$ cat src/rtl/sct_pkg.sv
// ============================================================================
// sct_pkg
// Shared types and constants of the shell command tokenizer: payload structs,
// result bundle, character codes, event and token codes.
// ============================================================================
package sct_pkg;

    localparam int SCT_MAX_RESULTS  = 4;
    localparam int SCT_QUEUE_DEPTH  = 4;
    localparam int SCT_CNT_W        = $clog2(SCT_MAX_RESULTS + 1);

    localparam logic [7:0] SCT_MAX_TOKENS_RESET = 8'd255;

    localparam int         SCT_APB_ADDR_W = 3;
    localparam logic       REG_MAX_TOKENS = 1'b0;

    localparam logic [7:0] CH_NUL    = 8'h00;
    localparam logic [7:0] CH_TAB    = 8'h09;
    localparam logic [7:0] CH_SPACE  = 8'h20;
    localparam logic [7:0] CH_DQUOTE = 8'h22;
    localparam logic [7:0] CH_AMP    = 8'h26;
    localparam logic [7:0] CH_SQUOTE = 8'h27;
    localparam logic [7:0] CH_LT     = 8'h3C;
    localparam logic [7:0] CH_GT     = 8'h3E;
    localparam logic [7:0] CH_PIPE   = 8'h7C;

    localparam logic [1:0] EV_BYTE = 2'd0;
    localparam logic [1:0] EV_END  = 2'd1;
    localparam logic [1:0] EV_OP   = 2'd2;
    localparam logic [1:0] EV_LINE = 2'd3;

    localparam logic [2:0] TK_WORD   = 3'd0;
    localparam logic [2:0] TK_QUOTED = 3'd1;
    localparam logic [2:0] TK_GT     = 3'd2;
    localparam logic [2:0] TK_GTGT   = 3'd3;
    localparam logic [2:0] TK_LT     = 3'd4;
    localparam logic [2:0] TK_PIPE   = 3'd5;
    localparam logic [2:0] TK_AMP    = 3'd6;
    localparam logic [2:0] TK_NONE   = 3'd0;

    typedef enum logic [4:0] {
        MODE_IDLE    = 5'b00001,
        MODE_WORD    = 5'b00010,
        MODE_QUOTED  = 5'b00100,
        MODE_GT_HELD = 5'b01000,
        MODE_DROPPED = 5'b10000
    } sct_mode_t;

    typedef struct packed {
        logic [7:0] char_code;
        logic       last_of_line;
    } sct_in_t;

    typedef struct packed {
        logic [1:0] event_kind;
        logic [2:0] token_kind;
        logic [7:0] token_byte;
        logic [7:0] token_number;
        logic       last_result;
    } sct_out_t;

    typedef struct packed {
        logic [SCT_CNT_W-1:0]            count;
        sct_out_t [SCT_MAX_RESULTS-1:0]  res;
    } sct_bundle_t;

endpackage

$ cat src/rtl/sct_queue.sv
// ============================================================================
// sct_queue
// Small FIFO of result bundles between the lexer front and the output back.
// ============================================================================
module sct_queue #(
    parameter int DEPTH = sct_pkg::SCT_QUEUE_DEPTH
) (
    input  logic                aclk,
    input  logic                aresetn,
    input  logic                push_valid,
    output logic                push_ready,
    input  sct_pkg::sct_bundle_t push_data,
    output logic                pop_valid,
    input  logic                pop_ready,
    output sct_pkg::sct_bundle_t pop_data
);
    import sct_pkg::*;

    localparam int PTR_W = (DEPTH > 1) ? $clog2(DEPTH) : 1;
    localparam int CNT_W = $clog2(DEPTH + 1);
    localparam logic [PTR_W-1:0] PTR_LAST = PTR_W'(DEPTH - 1);

    sct_bundle_t        mem [DEPTH];
    logic [PTR_W-1:0]   wr_ptr_reg, wr_ptr_next;
    logic [PTR_W-1:0]   rd_ptr_reg, rd_ptr_next;
    logic [CNT_W-1:0]   count_reg, count_next;
    logic               do_push, do_pop;

    assign push_ready = (count_reg != CNT_W'(DEPTH));
    assign pop_valid  = (count_reg != '0);
    assign pop_data   = mem[rd_ptr_reg];
    assign do_push    = push_valid && push_ready;
    assign do_pop     = pop_valid && pop_ready;

    always_comb begin
        wr_ptr_next = wr_ptr_reg;
        rd_ptr_next = rd_ptr_reg;
        count_next  = count_reg;
        if (do_push) begin
            wr_ptr_next = (wr_ptr_reg == PTR_LAST) ? '0 : wr_ptr_reg + 1'b1;
        end
        if (do_pop) begin
            rd_ptr_next = (rd_ptr_reg == PTR_LAST) ? '0 : rd_ptr_reg + 1'b1;
        end
        if (do_push && !do_pop) begin
            count_next = count_reg + 1'b1;
        end else if (do_pop && !do_push) begin
            count_next = count_reg - 1'b1;
        end
    end

    always_ff @(posedge aclk) begin
        if (!aresetn) begin
            wr_ptr_reg <= '0;
            rd_ptr_reg <= '0;
            count_reg  <= '0;
        end else begin
            wr_ptr_reg <= wr_ptr_next;
            rd_ptr_reg <= rd_ptr_next;
            count_reg  <= count_next;
        end
    end

    always_ff @(posedge aclk) begin
        if (do_push) begin
            mem[wr_ptr_reg] <= push_data;
        end
    end

endmodule

$ cat src/rtl/sct_front.sv
// ============================================================================
// sct_front
// Lexer front: accepts one byte per cycle while the queue has room, updates
// the lexer state and builds the bundle of results that the byte causes.
// ============================================================================
module sct_front (
    input  logic                 aclk,
    input  logic                 aresetn,
    input  logic [7:0]           max_tokens,
    input  logic                 in_valid,
    output logic                 in_ready,
    input  sct_pkg::sct_in_t     in_data,
    output logic                 push_valid,
    input  logic                 push_ready,
    output sct_pkg::sct_bundle_t push_data
);
    import sct_pkg::*;

    typedef struct packed {
        sct_mode_t   mode;
        logic        qd;
        logic [7:0]  ts;
        sct_bundle_t b;
    } lex_state_t;

    sct_mode_t   mode_reg;
    logic        quote_double_reg;
    logic [7:0]  tokens_reg;
    lex_state_t  st_next;

    function automatic sct_bundle_t emit(sct_bundle_t b, logic [1:0] ev, logic [2:0] tk,
                                         logic [7:0] tbyte, logic [7:0] num);
        if (b.count < SCT_CNT_W'(SCT_MAX_RESULTS)) begin
            b.res[b.count[1:0]].event_kind   = ev;
            b.res[b.count[1:0]].token_kind   = tk;
            b.res[b.count[1:0]].token_byte   = tbyte;
            b.res[b.count[1:0]].token_number = num;
            b.res[b.count[1:0]].last_result  = 1'b0;
            b.count = b.count + 1'b1;
        end
        return b;
    endfunction

    function automatic logic ends_word(logic [7:0] c);
        return (c == CH_SPACE) || (c == CH_TAB) || (c == CH_LT) || (c == CH_GT) ||
               (c == CH_PIPE) || (c == CH_AMP) || (c == CH_DQUOTE) || (c == CH_SQUOTE);
    endfunction

    function automatic lex_state_t begin_token(lex_state_t st, logic [7:0] c,
                                               logic [7:0] maxt);
        if (c != CH_SPACE && c != CH_TAB) begin
            if (st.ts >= maxt) begin
                st.mode = MODE_DROPPED;
            end else begin
                st.ts = st.ts + 8'd1;
                unique case (c)
                    CH_GT: begin
                        st.mode = MODE_GT_HELD;
                    end
                    CH_LT: begin
                        st.b = emit(st.b, EV_OP, TK_LT, 8'd0, st.ts - 8'd1);
                    end
                    CH_PIPE: begin
                        st.b = emit(st.b, EV_OP, TK_PIPE, 8'd0, st.ts - 8'd1);
                    end
                    CH_AMP: begin
                        st.b = emit(st.b, EV_OP, TK_AMP, 8'd0, st.ts - 8'd1);
                    end
                    CH_DQUOTE, CH_SQUOTE: begin
                        st.mode = MODE_QUOTED;
                        st.qd   = (c == CH_DQUOTE);
                    end
                    default: begin
                        st.mode = MODE_WORD;
                        st.b = emit(st.b, EV_BYTE, TK_WORD, c, st.ts - 8'd1);
                    end
                endcase
            end
        end
        return st;
    endfunction

    function automatic lex_state_t close_open(lex_state_t st);
        if (st.mode == MODE_WORD) begin
            st.b = emit(st.b, EV_END, TK_WORD, 8'd0, st.ts - 8'd1);
        end else if (st.mode == MODE_QUOTED) begin
            st.b = emit(st.b, EV_END, TK_QUOTED, 8'd0, st.ts - 8'd1);
        end else if (st.mode == MODE_GT_HELD) begin
            st.b = emit(st.b, EV_OP, TK_GT, 8'd0, st.ts - 8'd1);
        end
        st.mode = MODE_IDLE;
        return st;
    endfunction

    always_comb begin
        logic [7:0] c;
        logic [7:0] q;
        logic [SCT_CNT_W-1:0] last_idx;
        c = in_data.char_code;
        st_next.mode    = mode_reg;
        st_next.qd      = quote_double_reg;
        st_next.ts      = tokens_reg;
        st_next.b       = '0;
        q = quote_double_reg ? CH_DQUOTE : CH_SQUOTE;

        priority if (mode_reg == MODE_DROPPED) begin
            st_next.mode = MODE_DROPPED;
        end else if (c == CH_NUL) begin
            st_next = close_open(st_next);
            st_next.mode = MODE_DROPPED;
        end else if (mode_reg == MODE_GT_HELD) begin
            if (c == CH_GT) begin
                st_next.b = emit(st_next.b, EV_OP, TK_GTGT, 8'd0, st_next.ts - 8'd1);
                st_next.mode = MODE_IDLE;
            end else begin
                st_next.b = emit(st_next.b, EV_OP, TK_GT, 8'd0, st_next.ts - 8'd1);
                st_next.mode = MODE_IDLE;
                st_next = begin_token(st_next, c, max_tokens);
            end
        end else if (mode_reg == MODE_QUOTED) begin
            if (c == q) begin
                st_next.b = emit(st_next.b, EV_END, TK_QUOTED, 8'd0, st_next.ts - 8'd1);
                st_next.mode = MODE_IDLE;
            end else begin
                st_next.b = emit(st_next.b, EV_BYTE, TK_QUOTED, c, st_next.ts - 8'd1);
            end
        end else if (mode_reg == MODE_WORD) begin
            if (ends_word(c)) begin
                st_next.b = emit(st_next.b, EV_END, TK_WORD, 8'd0, st_next.ts - 8'd1);
                st_next.mode = MODE_IDLE;
                st_next = begin_token(st_next, c, max_tokens);
            end else begin
                st_next.b = emit(st_next.b, EV_BYTE, TK_WORD, c, st_next.ts - 8'd1);
            end
        end else begin
            st_next = begin_token(st_next, c, max_tokens);
        end

        if (in_data.last_of_line) begin
            st_next = close_open(st_next);
            st_next.b = emit(st_next.b, EV_LINE, TK_NONE, 8'd0, st_next.ts);
            st_next.mode = MODE_IDLE;
            st_next.qd   = 1'b0;
            st_next.ts   = 8'd0;
        end

        last_idx = st_next.b.count - 1'b1;
        if (st_next.b.count != '0) begin
            st_next.b.res[last_idx[1:0]].last_result = 1'b1;
        end
    end

    assign in_ready   = push_ready;
    assign push_valid = in_valid && (st_next.b.count != '0);
    assign push_data  = st_next.b;

    always_ff @(posedge aclk) begin
        if (!aresetn) begin
            mode_reg         <= MODE_IDLE;
            quote_double_reg <= 1'b0;
            tokens_reg       <= 8'd0;
        end else if (in_valid && in_ready) begin
            mode_reg         <= st_next.mode;
            quote_double_reg <= st_next.qd;
            tokens_reg       <= st_next.ts;
        end
    end

endmodule

$ cat src/rtl/sct_back.sv
// ============================================================================
// sct_back
// Output back: walks the bundle at the queue head and sends one result per
// transfer through a registered output stage.
// ============================================================================
module sct_back (
    input  logic                 aclk,
    input  logic                 aresetn,
    input  logic                 pop_valid,
    output logic                 pop_ready,
    input  sct_pkg::sct_bundle_t pop_data,
    output logic                 out_valid,
    input  logic                 out_ready,
    output sct_pkg::sct_out_t    out_data
);
    import sct_pkg::*;

    localparam int IDX_W = $clog2(SCT_MAX_RESULTS);

    logic [IDX_W-1:0]      idx_reg, idx_next;
    logic                  valid_reg, valid_next;
    sct_out_t              data_reg, data_next;
    logic                  load;
    logic                  at_last;
    logic [SCT_CNT_W-1:0]  last_idx;

    assign load     = !valid_reg || out_ready;
    assign last_idx = pop_data.count - 1'b1;
    assign at_last  = (SCT_CNT_W'(idx_reg) == last_idx);
    assign pop_ready = load && pop_valid && at_last;

    always_comb begin
        idx_next   = idx_reg;
        valid_next = valid_reg;
        data_next  = data_reg;
        if (load) begin
            valid_next = pop_valid;
            if (pop_valid) begin
                data_next = pop_data.res[idx_reg];
                idx_next  = at_last ? '0 : idx_reg + 1'b1;
            end
        end
    end

    always_ff @(posedge aclk) begin
        if (!aresetn) begin
            idx_reg   <= '0;
            valid_reg <= 1'b0;
        end else begin
            idx_reg   <= idx_next;
            valid_reg <= valid_next;
        end
    end

    always_ff @(posedge aclk) begin
        data_reg <= data_next;
    end

    assign out_valid = valid_reg;
    assign out_data  = data_reg;

endmodule

$ cat src/rtl/shell_command_tokenizer_top.sv
// ============================================================================
// shell_command_tokenizer_top
// Splits a command line, one byte per transfer, into word, quoted and
// operator tokens with a line-end count.
// ============================================================================
// The block takes one byte per cycle as long as its bundle queue has room;
// the lexer front settles each byte in that same cycle and queues all of its
// results (up to four) as one bundle, if it has any. The output stage sends
// one result per cycle while m_ready is high, so a byte with k results takes
// k transfers of the result channel; QUEUE_DEPTH bundles absorb the bursts.
// max_tokens is written over the APB port at addresses 0 to 3; the user must
// do so only while the block is idle, which the block does not enforce.
module shell_command_tokenizer_top #(
    parameter int QUEUE_DEPTH = sct_pkg::SCT_QUEUE_DEPTH
) (
    input  logic                                aclk,
    input  logic                                aresetn,
    input  logic                                s_valid,
    output logic                                s_ready,
    input  sct_pkg::sct_in_t                    s_data,
    output logic                                m_valid,
    input  logic                                m_ready,
    output sct_pkg::sct_out_t                   m_data,
    input  logic                                psel,
    input  logic                                penable,
    input  logic                                pwrite,
    input  logic [sct_pkg::SCT_APB_ADDR_W-1:0]  paddr,
    input  logic [31:0]                         pwdata,
    output logic [31:0]                         prdata,
    output logic                                pready
);
    import sct_pkg::*;

    logic [7:0]   max_tokens_reg;
    logic         push_valid, push_ready;
    sct_bundle_t  push_data;
    logic         pop_valid, pop_ready;
    sct_bundle_t  pop_data;
    logic         reg_sel;

    assign pready  = 1'b1;
    assign reg_sel = (paddr[SCT_APB_ADDR_W-1] == REG_MAX_TOKENS);
    assign prdata  = reg_sel ? {24'd0, max_tokens_reg} : 32'd0;

    always_ff @(posedge aclk) begin
        if (!aresetn) begin
            max_tokens_reg <= SCT_MAX_TOKENS_RESET;
        end else if (psel && penable && pwrite && pready && reg_sel) begin
            max_tokens_reg <= pwdata[7:0];
        end
    end

    sct_front u_front (
        .aclk       (aclk),
        .aresetn    (aresetn),
        .max_tokens (max_tokens_reg),
        .in_valid   (s_valid),
        .in_ready   (s_ready),
        .in_data    (s_data),
        .push_valid (push_valid),
        .push_ready (push_ready),
        .push_data  (push_data)
    );

    sct_queue #(
        .DEPTH (QUEUE_DEPTH)
    ) u_queue (
        .aclk       (aclk),
        .aresetn    (aresetn),
        .push_valid (push_valid),
        .push_ready (push_ready),
        .push_data  (push_data),
        .pop_valid  (pop_valid),
        .pop_ready  (pop_ready),
        .pop_data   (pop_data)
    );

    sct_back u_back (
        .aclk      (aclk),
        .aresetn   (aresetn),
        .pop_valid (pop_valid),
        .pop_ready (pop_ready),
        .pop_data  (pop_data),
        .out_valid (m_valid),
        .out_ready (m_ready),
        .out_data  (m_data)
    );

endmodule

$ cat config.mk
export PLATFORM = sky130hd
export DESIGN_NAME = shell_command_tokenizer_top
export DESIGN_NICKNAME = d
export VERILOG_FILES = /design/src/rtl/sct_pkg.sv /design/src/rtl/sct_queue.sv /design/src/rtl/sct_front.sv /design/src/rtl/sct_back.sv /design/src/rtl/shell_command_tokenizer_top.sv
export SDC_FILE = /design/constraint.sdc
export NUM_CORES = 1
export LEC_CHECK = 0
export BUFFER_PORTS_ARGS = -buffer_cell sky130_fd_sc_hd__buf_2
export CAP_MARGIN = 30
export CELL_PAD_IN_SITES_DETAIL_PLACEMENT = 0
export CELL_PAD_IN_SITES_GLOBAL_PLACEMENT = 1
export CORE_AREA = 2 2 205 207
export DETAILED_ROUTE_END_ITERATION = 8
export DIE_AREA = 0 0 207 209
export HOLD_SLACK_MARGIN = 0.06
export PLACE_DENSITY = 0.75
export SETUP_SLACK_MARGIN = 0.2
export SYNTH_ARGS = -nofsm -noshare
export SYNTH_HDL_FRONTEND = slang
export SYNTH_SLANG_ARGS = --single-unit
$ cat constraint.sdc
create_clock -name aclk -period 15.4 [get_ports aclk]
set_input_delay 0 -clock aclk [delete_from_list [all_inputs] [get_ports aclk]]
set_output_delay 0 -clock aclk [all_outputs]
set_load 0.1 [all_outputs]
### Word-level counts from Yosys, hierarchy flattened

Memory sizes are Yosys's and may differ from the RTL's. A register that Yosys moved wholly into a read port is not among the register bits.
Index checks and enable logic that the tools add are counted.

* bits in registers: 54
* bits in latches: 0
* bits in writable memories: 364
* memory bits (read-only): 0
* bits of input ports: 51
* output and inout port bits: 57
* logic and storage cells: 302
* memories kept: 1

Memory list
* u_queue.mem: words 4, bits a word 91, read ports 1, clocked after Yosys merged registers in 1, wr ports 1, line sct_queue.sv:23 `sct_bundle_t mem [DEPTH];`

* add/sub/neg operators: 15
* multipliers: 0
* div/mod/pow operators: 0
* $lt $le $gt $ge: 16
* equal/unequal tests: 32
* shifts and indexed selects: 0
* mux-type cells: 184
* bitwise operators: 1
* reductions and logical operators: 39

Operators with widths (count)
* bitwise mux 88 bit: 56
* 2-to-1 mux 91 bit: 22
* demux 22 bit (select 2 bit): 21
* 2-to-1 mux 105 bit: 7
* one-hot mux 91 bit (4 select lines): 2
* 2-to-1 mux 100 bit: 4
* one-hot mux 89 bit (4 select lines): 1
* 2-to-1 mux 22 bit: 15
* 2-to-1 mux 89 bit: 1
* 2-to-1 mux 88 bit: 1
* 2-to-1 mux 20 bit: 4
* 2-to-1 mux 17 bit: 4
* 2-to-1 mux 9 bit: 6
* equality test 8 x 6 -> 1 bit (second input constant): 6
* binary-select mux 22 bit (select 2 bit): 1
* 2-to-1 mux 3 bit: 13
* 2-to-1 mux 5 bit: 7
* subtractor 8 x 1 -> 8 bit (second input constant): 3
* 2-to-1 mux 21 bit: 1
* less-than comparator 2 x 3 -> 1 bit (second input constant): 6
* logical AND 1 bit: 17
* adder 3 x 1 -> 3 bit (second input constant): 5
* one-hot mux 5 bit (3 select lines): 1
* 2-to-1 mux 14 bit: 1
* 38 further kinds: 82

### Longest topological paths before layout

* depth after elaboration: 66
* gate-level depth with buffers: 23
* gate-level depth less buffers: 21

### Hierarchy

Synthesis repeated with hierarchy kept, for this count alone.

* cells, all modules: 1251
* area, all modules: 19444.9 sq um

By module, submodules not included
* sct_queue: instances 1, cells an instance 526, area each 13583.0 sq um, sequential area each 11110.7 sq um
* sct_front: instances 1, cells an instance 579, area each 3789.9 sq um, sequential area each 280.3 sq um
* sct_back: instances 1, cells an instance 76, area each 1441.4 sq um, sequential area each 720.7 sq um
* shell_command_tokenizer_top: instances 1, cells an instance 70, area each 630.6 sq um, sequential area each 160.2 sq um

### Worst setup path before layout

No wires, ideal clock.

* path type: reg-to-reg
* from: register u_front.tokens_reg[0]
* to: memory u_queue.mem[0][0] in the netlist's numbering, enable pin
* setup time: 613 ps
* data arrival time: 9038 ps
* data required time: 14787 ps
* slack: 5748 ps
* cell stages (with the launch flop): 17
* path buffers: 2
* clock period less this slack: 9652 ps
* path through: dfxtp_1 clkbuf_1 inv_1 ha_1 and3_1 o21ai_1 a21o_1 nand2_1 or4_4 a211o_1 and2_1 mux2_4 and2_1 buf_6 ha_1 and3_1 a211oi_1

* longest elaborated chain between the ends: 23
* elaborated cells on any way between the ends: 42
* classes of those cells: add/sub: 2; order compare: 3; eq/ne: 3; mux: 31; reduce/logical: 3

RTL lines
* start, declared: line sct_front.sv:28 `logic [7:0] tokens_reg;`
* start signal, assigned: line sct_front.sv:165 `tokens_reg <= st_next.ts;`
* >= comparator 8 bit *: line sct_front.sv:52 `if (st.ts >= maxt) begin`
* 2-to-1 mux 100 bit: line sct_front.sv:52
* 2-to-1 mux 105 bit: line sct_front.sv:51 `if (c != CH_SPACE && c != CH_TAB) begin`
* 2-to-1 mux 91 bit: line sct_front.sv:128 `if (ends_word(c)) begin`
* 2-to-1 mux 105 bit: line sct_front.sv:127 `end else if (mode_reg == MODE_WORD) begin`
* 2-to-1 mux 91 bit: line sct_front.sv:120 `end else if (mode_reg == MODE_QUOTED) begin`
* 2-to-1 mux 105 bit *: line sct_front.sv:111 `end else if (mode_reg == MODE_GT_HELD) begin`
* 2-to-1 mux 105 bit *: line sct_front.sv:108 `end else if (c == CH_NUL) begin`
* [... 7 more ...]
* adder 3 x 1 -> 3 bit or less-than comparator 3 bit (tied branches): line sct_front.sv:39, sct_front.sv:33
* 2-to-1 mux 91 bit: line sct_front.sv:33 `if (b.count < SCT_CNT_W'(SCT_MAX_RESULTS)) begin`
* 2-to-1 mux 105 bit *: line sct_front.sv:139 `if (in_data.last_of_line) begin`
* nonzero test 3 bit *: line sct_front.sv:154 `assign push_valid = in_valid && (st_next.b.count != '0);`
* logical AND 1 bit *: line sct_front.sv:154
* logical AND 1 bit *: line sct_queue.sv:32 `assign do_push = push_valid && push_ready;`
* 2-to-1 mux 1 bit *: line sct_queue.sv:65 `if (do_push) begin`
* 2-to-1 mux 1 bit (implied by the code) *: line sct_queue.sv:66 `mem[wr_ptr_reg] <= push_data;`
* end, declared: line sct_queue.sv:23

Mark *: on every way between the ends. The rest lies on a longest branch, timed or not. The select of a mux whose other input is x is not followed.

### Final worst setup path

* from: register u_front.tokens_reg[0]
* to: memory u_queue.mem[1][37] in the netlist's numbering, enable pin

The elaborated chain is that of the path after synthesis.

==> out/metrics.yaml <==
status: "complete, no violations"
ioPinCount: 108
most_frequent_cells_in_the_layout: "314 x edfxtp_1, 88 x nor2_1, 86 x mux4_2, 69 x nand2_1, 56 x buf_2"
clkSinkCount: 348
largest_register_ff_count: 292
top_reg_cell_synth: "edfxtp_1"
placeableCoreArea_um2: 41290
placement_rows: 75
p_per_area_nw_per_um2: 164.3
async_flop_share_pct: 0
number_of_hold_violations_in_the_final_report: 0
syn_area_per_cell_um2: 14.41
timing.clock.skew_ps: 20.43
fmaxAchievable_mhz: 149.3
routedWlPerCell_um: 21.04
number_of_enable_flip_flop_cells_after_synthesis: 314
post_cts_repair_setup_buffers: 0
worst_pin_slew_ps: 889.3
synth-seq-area-share_pct: 62.09
die_height_um: 209
worstSetupEndpointType: "register"
n_antenna_cell: 0
worst-endpoint-arrival_ps: 6850
type_of_the_most_critical_hold_path: "in -> reg"
all_layer_global_routing_usage_pct: 17.34
clock_latency_ps: 530
drt.antenna.violating_nets: 0
final.fill_count: 3673
layout.area.seq_um2: 10120
i_o_buffers: 56
setup_total_negative_slack_ps: 0
final-setup-viol-count: 0
yosysTopAreaCell: "edfxtp_1"
worstRegToRegCells: 16
drt_first_pass_iters: 5
overflow: 0
drv_slew: 0
min_path_cells: 3
largest_register: "u_queue.mem"
maximum_number_of_pins_on_one_net_before_global_route_repair: 43
root_buffer: "clkbuf_16"
final_nets: 1292
clk_path_buf_depth: 3
drv_cap: 0
regToRegEndpoint: "u_queue.mem[1][37]"
worst-endpoint-required_ps: 15550
tritoncts.num_buffers: 36
area.growth.synth_to_final_pct: 13.57
worstSetupPathType: "reg -> reg"
yosys-top-cells-area: "edfxtp_1 58%, mux4_2 12%, dfxtp_1 4.2%, nor2_1 2.0%, nand2_1 1.6%"
dp_hpwl_mm: 23.77
multi_input_area_um2: 5826
synth_top_area_share_pct: 57.91
routed-via-count: 9743
drt-vias-per-instance: 5.474
layout.cells.most_common: "edfxtp_1"
grt_antenna_before_repair: 0
yosysWarningCount: 0
dieWidth_um: 207
place_congestion: 0.9117
worst_case_register_to_register_setup_slack_ps: 8700
whs_endpoint: "u_queue.mem[0][9]"
drtIter0Drc: 758
critPathMaxFanout: 41
r2r_start: "u_front.tokens_reg[0]"
yosysUniqueCellTypes: 77
start_util_pct: 39.44
worst_hold_startpoint: "s_data[1]"
grt_pass1_wl_mm: 58.18
cellLeakagePower_uw: 0.006381
max_vdd_drop_mv: 0.08807
synth_area_um2: 16280
slew_headroom_pct: 40.51
post_cts_resized: 0
remaining_drcs: 0
finalCriticalPeriod_ps: 6699
drive_above_1_share_pct: 20.31
synth_seq_cells: 348
report.power.total_uw: 3038
floorplan.die_area_um2: 43260
cts.hold.buffers_added: 26
cts_max_level: 2
drt-total-wl_mm: 37.45
unrepaired_setup_endpoints_after_global_routing: "false"
final_min_period_over_clock_period_pct: 43.50
cts.clk_slew.worst_paths_ps: 70
critPathLaunchType: "register"
post_synth_inst_count: 1130
vias_in_the_first_global_route: 9879
clock_tree_from_tritoncts: "yes"
## synthesized netlist by cell type (all sizes together), types with 11 or more instances
| master | n |
|---|---|
| o211ai | 22 |
| edfxtp | 314 |
| nand3 | 23 |
| mux4 | 86 |
| mux2i | 16 |
| and2 | 26 |
| a22oi | 11 |
| dfxtp | 34 |
| clkbuf | 43 |
| inv | 33 |
| a21oi | 35 |
| nor3 | 27 |
| o21ai | 44 |
| nand2 | 69 |
| xor2 | 13 |
| ha | 20 |
| nor2 | 90 |
| buf | 43 |
| xnor2 | 20 |
| nor2b | 15 |
| or3 | 13 |
| a211oi | 17 |
## how the worst max path moves through the flow
stage,start,end,slack [ps],cells after the start
6_report,u_front.tokens_reg[0],u_queue.mem[1][37],8700,16
5_1_grt,u_front.tokens_reg[0],u_queue.mem[1][37],8240,16
2_1_floorplan,u_front.tokens_reg[0],u_queue.mem[0][0],5750,16
3_5_place_dp,u_front.tokens_reg[0],u_queue.mem[1][11],8840,16
3_3_place_gp,u_front.tokens_reg[0],u_queue.mem[0][74],8880,16
4_1_cts,u_front.tokens_reg[0],u_queue.mem[1][37],8750,16
## layer usage
layer	track usage [%]	up-vias	wire length [µm]
li1	-	4494	-
met1	23.95	4927	16720
met2	28.87	274	18100
met3	2.269	48	1871
met4	5.000	0	756
met5	0	-	0
## cells by family after synthesis
group	Yosys count	share of synthesized area [%]
compound gates	183	7.784
fa+ha+maj	21	1.660
xor+xnor	33	1.775
other cells	2	0.04612
buf+inv	120	3.450
flops	348	62.09
simple gates	316	9.951
mux	107	13.25
## final cells by class
class                   instances  share of cell area (%)
flip-flops and latches        348                   54.71
multi-input cells             701                   31.50
clock buffers                  38                   4.912
well taps                     539                   3.647
repair buffers                 99                   3.613
clock inverters                21                  0.9269
inverters                      34                  0.6901
## report_power, final
part           internal (µW)  switching (µW)  total [µW]
Combinational            294             606         900
Sequential              1260            71.5        1330
Clock                    461             346         806
## per-stage QoR
step | hold WS, ps | worst slack [ps] | utilization (%) | instances | cell area (µm²)
after floorplan | 138.6 | 5748 | - | 1169 | 16430
after global placement | 227.0 | 8882 | 41.54 | 1695 | 17150
after detailed placement | 227.8 | 8835 | 41.54 | 1695 | 17150
after CTS | 103.1 | 8752 | 44.79 | 1780 | 18490
after global routing | 167.2 | 8236 | 44.79 | 1780 | 18490
final | 116.9 | 8701 | 44.79 | 1780 | 18490
## critical path, cell delays in order, from the launching register on
cell and delay, ps:
dfxtp_1 700, inv_1 200, ha_1 310, and3_1 140, o21ai_1 230, a21oi_1 190
nor3_2 550, nand3_1 160, a21oi_1 400, or3_1 310, o311a_1 300, and2_1 570
ha_1 410, and3_1 340, a211oi_4 280, buf_4 500, buf_4 660
Note: power is estimated with default switching activity, not from simulation.
